==> config.mk <==
export PLATFORM = sky130hd
export DESIGN_NAME = priority_queue_aging_evict_top
export DESIGN_NICKNAME = d
export VERILOG_FILES = /design/src/rtl/pqae_pkg.sv /design/src/rtl/pqae_ctrl.sv /design/src/rtl/pqae_dp.sv /design/src/rtl/priority_queue_aging_evict_top.sv
export SDC_FILE = /design/constraint.sdc
export NUM_CORES = 2
export LEC_CHECK = 0
export BUFFER_PORTS_ARGS = -buffer_cell sky130_fd_sc_hd__buf_2
export CORE_MARGIN = 2
export CORE_UTILIZATION = 69
export CTS_BUF_LIST = sky130_fd_sc_hd__clkbuf_4 sky130_fd_sc_hd__clkbuf_8
export CTS_CLUSTER_SIZE = 20
export DETAILED_ROUTE_END_ITERATION = 16
export HOLD_SLACK_MARGIN = 0.1
export PLACE_DENSITY = 0.86
export SETUP_SLACK_MARGIN = 0.1
export SLEW_MARGIN = 20
export SYNTH_ARGS = -nofsm -noshare
export SYNTH_HDL_FRONTEND = slang
export SYNTH_SLANG_ARGS = --single-unit
export TNS_END_PERCENT = 100
==> constraint.sdc <==
create_clock -name clk -period 12.85 [get_ports clk]
set_input_delay 3.855 -clock clk [delete_from_list [all_inputs] [get_ports clk]]
set_output_delay 3.855 -clock clk [all_outputs]
set_load 0.01 [all_outputs]
==> src/rtl/pqae_pkg.sv <==
`timescale 1ns / 1ps

package pqae_pkg;

  localparam int QUEUE_DEPTH_DEF = 16;
  // at most this many evictions per reject command
  localparam int RESULT_LIMIT    = 16;
  localparam int NW              = $clog2(RESULT_LIMIT + 1);

  localparam int ID_W   = 8;
  localparam int PRI_W  = 4;
  localparam int WAIT_W = 16;
  localparam int CIDX_W = 2;

  localparam logic [WAIT_W-1:0] WAIT_MAX     = '1;
  localparam logic [WAIT_W-1:0] MAX_WAIT_RST = 16'd4;
  localparam logic [PRI_W-1:0]  PRIO_CAP_RST = 4'd15;

  // configuration register indexes
  localparam logic [CIDX_W-1:0] CFG_MAX_WAIT = 2'd0;
  localparam logic [CIDX_W-1:0] CFG_PRIO_CAP = 2'd1;

  // result status codes
  localparam logic [1:0] STAT_OK      = 2'd0;
  localparam logic [1:0] STAT_FULL    = 2'd1;
  localparam logic [1:0] STAT_EMPTY   = 2'd2;
  localparam logic [1:0] STAT_NO_EVCT = 2'd3;

  typedef enum logic [1:0] {
    OP_PUSH   = 2'd0,
    OP_POP    = 2'd1,
    OP_AGE    = 2'd2,
    OP_REJECT = 2'd3
  } op_t;

  typedef enum logic {
    ST_IDLE,
    ST_SCAN
  } ctrl_state_t;

  typedef enum logic [2:0] {
    DP_NOP,
    DP_PUSH,
    DP_POP,
    DP_AGE,
    DP_SCAN_INIT,
    DP_ROTATE,
    DP_EVICT,
    DP_FINISH
  } dp_op_t;

  typedef struct packed {
    logic out_free;      // output register can load this cycle
    logic scan_done;     // every entry of the scan has been visited
    logic head_overdue;  // head entry is to be evicted
    logic pend_valid;    // an evicted entry waits for its last flag
  } dp_status_t;

  typedef struct packed {
    logic [ID_W-1:0]   id;
    logic [PRI_W-1:0]  pri;
    logic [WAIT_W-1:0] wait_cnt;
  } entry_t;

endpackage

==> src/rtl/pqae_ctrl.sv <==
`timescale 1ns / 1ps

module pqae_ctrl
  import pqae_pkg::*;
(
  input  logic       clk,
  input  logic       rst,
  input  logic       cmd_valid,
  input  logic [1:0] op,
  input  dp_status_t st,
  output logic       cmd_stall,
  output dp_op_t     dp_op
);

  ctrl_state_t state, state_next;

  always_ff @(posedge clk) begin
    if (rst) begin
      state <= ST_IDLE;
    end else begin
      state <= state_next;
    end
  end

  always_comb begin
    state_next = state;
    dp_op      = DP_NOP;
    cmd_stall  = 1'b1;
    unique case (state)
      ST_IDLE: begin
        cmd_stall = !st.out_free;
        if (cmd_valid && st.out_free) begin
          unique case (op_t'(op))
            OP_PUSH:   dp_op = DP_PUSH;
            OP_POP:    dp_op = DP_POP;
            OP_AGE:    dp_op = DP_AGE;
            OP_REJECT: begin
              dp_op      = DP_SCAN_INIT;
              state_next = ST_SCAN;
            end
            default:   dp_op = DP_NOP;
          endcase
        end
      end
      ST_SCAN: begin
        if (st.scan_done) begin
          if (st.out_free) begin
            dp_op      = DP_FINISH;
            state_next = ST_IDLE;
          end
        end else if (st.head_overdue) begin
          // first eviction parks in the pending register; later ones push it out
          if (!st.pend_valid || st.out_free) begin
            dp_op = DP_EVICT;
          end
        end else begin
          dp_op = DP_ROTATE;
        end
      end
      default: state_next = ST_IDLE;
    endcase
  end

endmodule

==> src/rtl/pqae_dp.sv <==
`timescale 1ns / 1ps

module pqae_dp
  import pqae_pkg::*;
#(
  parameter int DEPTH = QUEUE_DEPTH_DEF
) (
  input  logic              clk,
  input  logic              rst,
  input  dp_op_t            dp_op,
  input  logic [ID_W-1:0]   new_id,
  input  logic [PRI_W-1:0]  new_priority,
  input  logic [WAIT_W-1:0] max_wait,
  input  logic [PRI_W-1:0]  priority_cap,
  input  logic              res_stall,
  output dp_status_t        st,
  output logic              res_valid,
  output logic [1:0]        status,
  output logic [ID_W-1:0]   out_id,
  output logic [PRI_W-1:0]  out_priority,
  output logic [WAIT_W-1:0] out_wait,
  output logic              last
);

  localparam int CW = $clog2(DEPTH + 1);

  entry_t            slot      [DEPTH];
  entry_t            slot_next [DEPTH];
  logic [DEPTH-1:0]  below;
  logic [CW-1:0]     count;
  logic [CW-1:0]     steps;
  logic [NW-1:0]     n_evict;
  logic              pend_valid;
  entry_t            pend;
  entry_t            new_entry;
  logic              full;
  logic              out_free;

  assign full      = (count == CW'(DEPTH));
  assign out_free  = !res_valid || !res_stall;
  assign new_entry = '{id: new_id, pri: new_priority, wait_cnt: '0};

  assign st.out_free     = out_free;
  assign st.scan_done    = (steps == '0);
  assign st.head_overdue = (count != '0) && (slot[0].wait_cnt > max_wait) &&
                           (n_evict != NW'(RESULT_LIMIT));
  assign st.pend_valid   = pend_valid;

  // One cell per slot: shift up (pop, evict, rotate), shift down behind the
  // insertion point (push), or age in place.
  for (genvar g = 0; g < DEPTH; g++) begin : g_cell
    entry_t from_up;
    entry_t from_dn;
    entry_t aged;
    logic   below_prev;
    logic   is_tail;

    if (g < DEPTH - 1) begin : g_up
      assign from_up = slot[g+1];
    end else begin : g_up_end
      assign from_up = slot[g];
    end

    if (g > 0) begin : g_dn
      assign from_dn    = slot[g-1];
      assign below_prev = below[g-1];
    end else begin : g_dn_head
      assign from_dn    = slot[g];
      assign below_prev = 1'b0;
    end

    // queue stays sorted, so below is a run of ones from the insertion point
    assign below[g] = !((CW'(g) < count) && (slot[g].pri >= new_priority));
    assign is_tail  = (CW'(g) == count - CW'(1));

    always_comb begin
      aged.id       = slot[g].id;
      aged.wait_cnt = (slot[g].wait_cnt == WAIT_MAX) ? slot[g].wait_cnt :
                      slot[g].wait_cnt + WAIT_W'(1);
      aged.pri      = (slot[g].pri < priority_cap) ? slot[g].pri + PRI_W'(1) :
                      slot[g].pri;
    end

    always_comb begin
      slot_next[g] = slot[g];
      case (dp_op)
        DP_PUSH: begin
          if (!full) begin
            if (below[g] && !below_prev) begin
              slot_next[g] = new_entry;
            end else if (below[g]) begin
              slot_next[g] = from_dn;
            end
          end
        end
        DP_POP:    slot_next[g] = from_up;
        DP_AGE:    slot_next[g] = aged;
        DP_ROTATE: slot_next[g] = is_tail ? slot[0] : from_up;
        DP_EVICT:  slot_next[g] = from_up;
        default:   slot_next[g] = slot[g];
      endcase
    end

    always_ff @(posedge clk) begin
      slot[g] <= slot_next[g];
    end
  end

  // control registers
  always_ff @(posedge clk) begin
    if (rst) begin
      count      <= '0;
      steps      <= '0;
      n_evict    <= '0;
      pend_valid <= 1'b0;
      res_valid  <= 1'b0;
    end else begin
      if (res_valid && !res_stall) begin
        res_valid <= 1'b0;
      end
      case (dp_op)
        DP_PUSH: begin
          res_valid <= 1'b1;
          if (!full) begin
            count <= count + CW'(1);
          end
        end
        DP_POP: begin
          res_valid <= 1'b1;
          if (count != '0) begin
            count <= count - CW'(1);
          end
        end
        DP_AGE: res_valid <= 1'b1;
        DP_SCAN_INIT: begin
          steps   <= count;
          n_evict <= '0;
        end
        DP_ROTATE: steps <= steps - CW'(1);
        DP_EVICT: begin
          steps      <= steps - CW'(1);
          count      <= count - CW'(1);
          n_evict    <= n_evict + NW'(1);
          pend_valid <= 1'b1;
          if (pend_valid) begin
            res_valid <= 1'b1;
          end
        end
        DP_FINISH: begin
          res_valid  <= 1'b1;
          pend_valid <= 1'b0;
        end
        default: ;
      endcase
    end
  end

  // payload registers
  always_ff @(posedge clk) begin
    case (dp_op)
      DP_PUSH: begin
        status       <= full ? STAT_FULL : STAT_OK;
        out_id       <= '0;
        out_priority <= '0;
        out_wait     <= '0;
        last         <= 1'b1;
      end
      DP_POP: begin
        if (count == '0) begin
          status       <= STAT_EMPTY;
          out_id       <= '0;
          out_priority <= '0;
          out_wait     <= '0;
        end else begin
          status       <= STAT_OK;
          out_id       <= slot[0].id;
          out_priority <= slot[0].pri;
          out_wait     <= slot[0].wait_cnt;
        end
        last <= 1'b1;
      end
      DP_AGE: begin
        status       <= STAT_OK;
        out_id       <= '0;
        out_priority <= '0;
        out_wait     <= '0;
        last         <= 1'b1;
      end
      DP_EVICT: begin
        pend <= slot[0];
        if (pend_valid) begin
          status       <= STAT_OK;
          out_id       <= pend.id;
          out_priority <= pend.pri;
          out_wait     <= pend.wait_cnt;
          last         <= 1'b0;
        end
      end
      DP_FINISH: begin
        if (pend_valid) begin
          status       <= STAT_OK;
          out_id       <= pend.id;
          out_priority <= pend.pri;
          out_wait     <= pend.wait_cnt;
        end else begin
          status       <= STAT_NO_EVCT;
          out_id       <= '0;
          out_priority <= '0;
          out_wait     <= '0;
        end
        last <= 1'b1;
      end
      default: ;
    endcase
  end

  a_count_range: assert property (@(posedge clk) disable iff (rst)
    count <= CW'(DEPTH))
    else $error("entry count beyond queue depth");

  a_steps_in_queue: assert property (@(posedge clk) disable iff (rst)
    steps <= count)
    else $error("scan steps exceed queued entries");

  a_evict_room: assert property (@(posedge clk) disable iff (rst)
    (dp_op == DP_EVICT) && pend_valid |-> out_free)
    else $error("eviction would overwrite an untaken result");

  // a reject scan rotates the row, so order is only checked outside a scan
  a_head_sorted: assert property (@(posedge clk) disable iff (rst)
    (steps == '0) && (count > CW'(1)) |-> (slot[0].pri >= slot[1].pri))
    else $error("queue head out of priority order");

endmodule

==> src/rtl/priority_queue_aging_evict_top.sv <==
`timescale 1ns / 1ps

// Channel  Signals                               Transfer when
// -------  ------------------------------------  ---------------------------
// command  cmd_valid cmd_stall op new_id          cmd_valid && !cmd_stall
//          new_priority
// result   res_valid res_stall status out_id      res_valid && !res_stall
//          out_priority out_wait last
// config   cfg_valid cfg_ready cfg_index cfg_data cfg_valid && cfg_ready
//
// Push, pop and age complete in the cycle of their transfer; the result sits
// in the output register from the next cycle on.
// Reject visits the queue through its head, one entry per cycle unless a result
// stall holds an eviction: an overdue head is evicted (up to RESULT_LIMIT per
// reject), any other head rotates to the tail.
// Reset clears the entry count and loads max_wait = 4, priority_cap = 15;
// slot contents are not cleared.
// cmd_stall is high during a reject scan and while an untaken result is
// stalled in the output register.
module priority_queue_aging_evict_top
  import pqae_pkg::*;
#(
  parameter int QUEUE_DEPTH = QUEUE_DEPTH_DEF
) (
  input  logic              clk,
  input  logic              rst,
  // command channel
  input  logic              cmd_valid,
  output logic              cmd_stall,
  input  logic [1:0]        op,
  input  logic [ID_W-1:0]   new_id,
  input  logic [PRI_W-1:0]  new_priority,
  // result channel
  output logic              res_valid,
  input  logic              res_stall,
  output logic [1:0]        status,
  output logic [ID_W-1:0]   out_id,
  output logic [PRI_W-1:0]  out_priority,
  output logic [WAIT_W-1:0] out_wait,
  output logic              last,
  // configuration writes
  input  logic              cfg_valid,
  output logic              cfg_ready,
  input  logic [CIDX_W-1:0] cfg_index,
  input  logic [WAIT_W-1:0] cfg_data
);

  logic [WAIT_W-1:0] max_wait;
  logic [PRI_W-1:0]  priority_cap;
  dp_status_t        st;
  dp_op_t            dp_op;

  // registers are always writable; unknown indexes are dropped
  assign cfg_ready = 1'b1;

  always_ff @(posedge clk) begin
    if (rst) begin
      max_wait     <= MAX_WAIT_RST;
      priority_cap <= PRIO_CAP_RST;
    end else if (cfg_valid && cfg_ready) begin
      case (cfg_index)
        CFG_MAX_WAIT: max_wait     <= cfg_data;
        CFG_PRIO_CAP: priority_cap <= cfg_data[PRI_W-1:0];
        default: ;
      endcase
    end
  end

  // sequencer: picks one datapath step per cycle
  pqae_ctrl u_ctrl (
    .clk       (clk),
    .rst       (rst),
    .cmd_valid (cmd_valid),
    .op        (op),
    .st        (st),
    .cmd_stall (cmd_stall),
    .dp_op     (dp_op)
  );

  // sorted slot row, pending eviction and output register
  pqae_dp #(
    .DEPTH (QUEUE_DEPTH)
  ) u_dp (
    .clk          (clk),
    .rst          (rst),
    .dp_op        (dp_op),
    .new_id       (new_id),
    .new_priority (new_priority),
    .max_wait     (max_wait),
    .priority_cap (priority_cap),
    .res_stall    (res_stall),
    .st           (st),
    .res_valid    (res_valid),
    .status       (status),
    .out_id       (out_id),
    .out_priority (out_priority),
    .out_wait     (out_wait),
    .last         (last)
  );

endmodule

==> results.md <==
* CP startpoint kind: input port
* Core Footprint at 0.0524 sq mm
* Total GRT Usage at 41.3%
* Layout fillers at 3,438
* Final WL at 115 mm
* Max-slew violation count at 0
* Fin util at 74.5%
* Initial antenna violation count at 2
* Die Height at 234 microns
* Post-DP HPWL at 77.8 mm
* WP data arrival at 4.56 ns
* Setup crit end kind: output pin
* 1st-pass router iterations at 9
* Worst-path clk slew at 0.06 ns
* HP Class: flop to flop
* Yosys cell types at 85
* Vias at 32,000
* Max transition margin at 16.0%
* Post-CTS Setup Bufs at 0
* Vias in the first global route at 31,100
* Hold WS at 0.459 ns
* Total power at 7.27 mW
* Delay-heaviest family, CP: simple AND/OR/NAND/NOR gates
* Post_cts resized at 0
* LEAKAGE at 14.8 nW
* Residual DRC at 0
* H-Tree Depth at 3
* Post-synthesis cell count at 3,483
* Pre-CTS WS at 4.45 ns
* Synth-to-layout area growth at 6.83%
* CP Data Required Time at 8.99 ns
* Final Setup Violations at 0
* Worst Skew at 0.0571 ns
* Worst path max stage delay at 0.23 ns
* Worst vdd ir at 0.000126 V
* Routed length per instance at 27.4 microns
* Num rows at 84
* Tmin final at 8.42 ns
* Mapped cell area at 0.0366 sq mm
* Outcome: complete, no violations
* RSZ-0062 raised after global routing: no
* Vias per cell at 7.63
* CP Buf/Inv Count at 3
* Final nets at 3,644
* Cts hold-fix bufs at 0
* Most frequent cells in the layout: edfxtp_1, nand2_1, a221o_1
* Critical path, cell by cell: buf_2 > and2_1 > nor2_1 > inv_1 > buf_2
* Post-Syn Nets at 3,694
* FMAX at 119 MHz
* Post-synthesis sequential area ratio at 43.7%
* Yosys warns at 0
* Starting DRT DRC Count at 5,627
* Buffers on Ports at 69
* Main synth FF type: edfxtp_1
* Pin count of the biggest net entering global routing at 176
* Tcrit/Tclk final at 65.5%
* Clock sink count at 545
* Max clock buf depth at 3
* IO Pins at 71
* Gpl congestion at 0.985
* Synthesized area per cell at 10.5 sq um
* Crit-path max FO at 9
* Max Cap Viol at 0
* Post-synth ARST share at 0%
* CTS tree: built
* Post-synth EDFFs at 507
* GR Overflow Total at 0
* Final WS setup at 4.43 ns
* Total CTS buffers at 96
* Fraction of layout cells with a size suffix above 1 at 10.2%
* Die Area at 0.0548 sq mm
* Initial core utilization at 69.7%
* Post-synthesis register bit count at 545
* Crit-path slowest cell: and2_1
* Clk Latency, worst-skew pair at 0.74 ns
* Actual slew at the worst max-slew pin at 1.26 ns
* Setup Crit Path Kind: input port to output pin
* Remaining antenna violation count at 0
* Most common cell after layout, fill and taps aside: edfxtp_1
* Pwr per Cell Area at 186 mW/mm^2
* CP most frequent cell: buf_2
* Die width at 234 microns
* Global-route wire length before repair at 176 mm
* Endpoints failing hold at 0
* Total Neg Setup Slack at 0 ns
* Root Driver: clkbuf_8
-- metal layers --
metal,global-route usage [%],vias up,wire length (microns)
met5,0,-,12
met4,23.7,2,6250
met3,11.6,505,17000
met2,62.2,2789,50600
met1,53.5,15200,41100
li1,-,13600,-
-- metrics by stage --
step	area, sq um	instances
2_1_floorplan	36600	3483
3_3_place_gp	37100	4021
3_5_place_dp	37200	4022
4_1_cts	39000	4196
5_1_grt	39000	4198
6_report	39100	4200
-- cell usage after synthesis (all sizes together), types with 118 or more instances --
master    n  share of area (%)
a221o   237                6.5
a22o    164                3.9
clkbuf  149                1.5
edfxtp  507                 42
nand2   243                2.5
o21ai   194                2.7
nand3   168                2.3
mux2i   162                4.4
ha      174                6.0
xnor2   146                3.5
nor2    177                1.9
buf     148                2.2
inv     118                1.2
-- where the power goes --
group          switching [mW]  total (mW)  internal [mW]
Clock                   0.766        1.60          0.830
Sequential              0.613        3.22           2.61
Combinational            1.47        2.45          0.985
Total                    2.84        7.27           4.43
-- cell type report --
type	instances	area, sq um	share of cell area [%]
Tap cell	688	861	2.20
Timing Repair Buffer	149	982	2.51
Sequential cell	545	16000	40.9
Multi-Input combinational cell	2523	18900	48.5
Clock inverter	49	277	0.708
Antenna cell	3	7.51	0.0192
Inverter	118	443	1.13
Clock buffer	125	1560	3.99
-- state kept, by name, indices dropped and copies added (netlist names) --
signal	flops
u_dp.slot	448
u_dp.res_valid	1
u_dp.status	2
u_dp.out_id	8
u_dp.steps	5
u_ctrl.state	1
u_dp.pend_valid	1
u_dp.out_priority	4
u_dp.last	1
priority_cap	4
u_dp.n_evict	5
u_dp.count	5
max_wait	16
u_dp.pend	28
u_dp.out_wait	16
-- worst register-to-register path, stage by stage, from the launching register on --
cell and delay, ns:
dfxtp_1 0.64, inv_1 0.23, ha_1 0.36, nor4b_1 0.24, a31oi_1 0.41, and3_1 0.31, o31ai_4 0.19, o22a_2 0.49
nor3_4 0.32, buf_12 0.54, buf_4 0.83, a31oi_2 0.55
-- kinds of logic (layout without fill, tap and decap cells) --
family | after synthesis | in the layout | share of synthesized area (%)
xor+xnor | 260 | 260 | 6.25
other cells | 1 | 4 | 0.0103
flops | 545 | 545 | 43.7
compound gates | 1095 | 1095 | 23.5
simple gates | 823 | 823 | 10.9
buf+inv | 415 | 441 | 4.95
fa+ha+maj | 174 | 174 | 5.96
mux | 170 | 170 | 4.68
-- final timing paths --
kind,slack (ns),start,depth (start not counted),endpoint
setup / recovery,4.43,res_stall,5,cmd_stall
hold / removal,0.46,max_wait[11]$_SDFFE_PP0P_,2,max_wait[11]$_SDFFE_PP0P_
hold reg to reg,0.46,max_wait[11]$_SDFFE_PP0P_,2,max_wait[11]$_SDFFE_PP0P_
setup reg to reg,7.34,u_dp.count[0]$_SDFFE_PP0P_,11,u_dp.slot[0][114]$_DFFE_PP_
(Power assumes the default switching activity.)
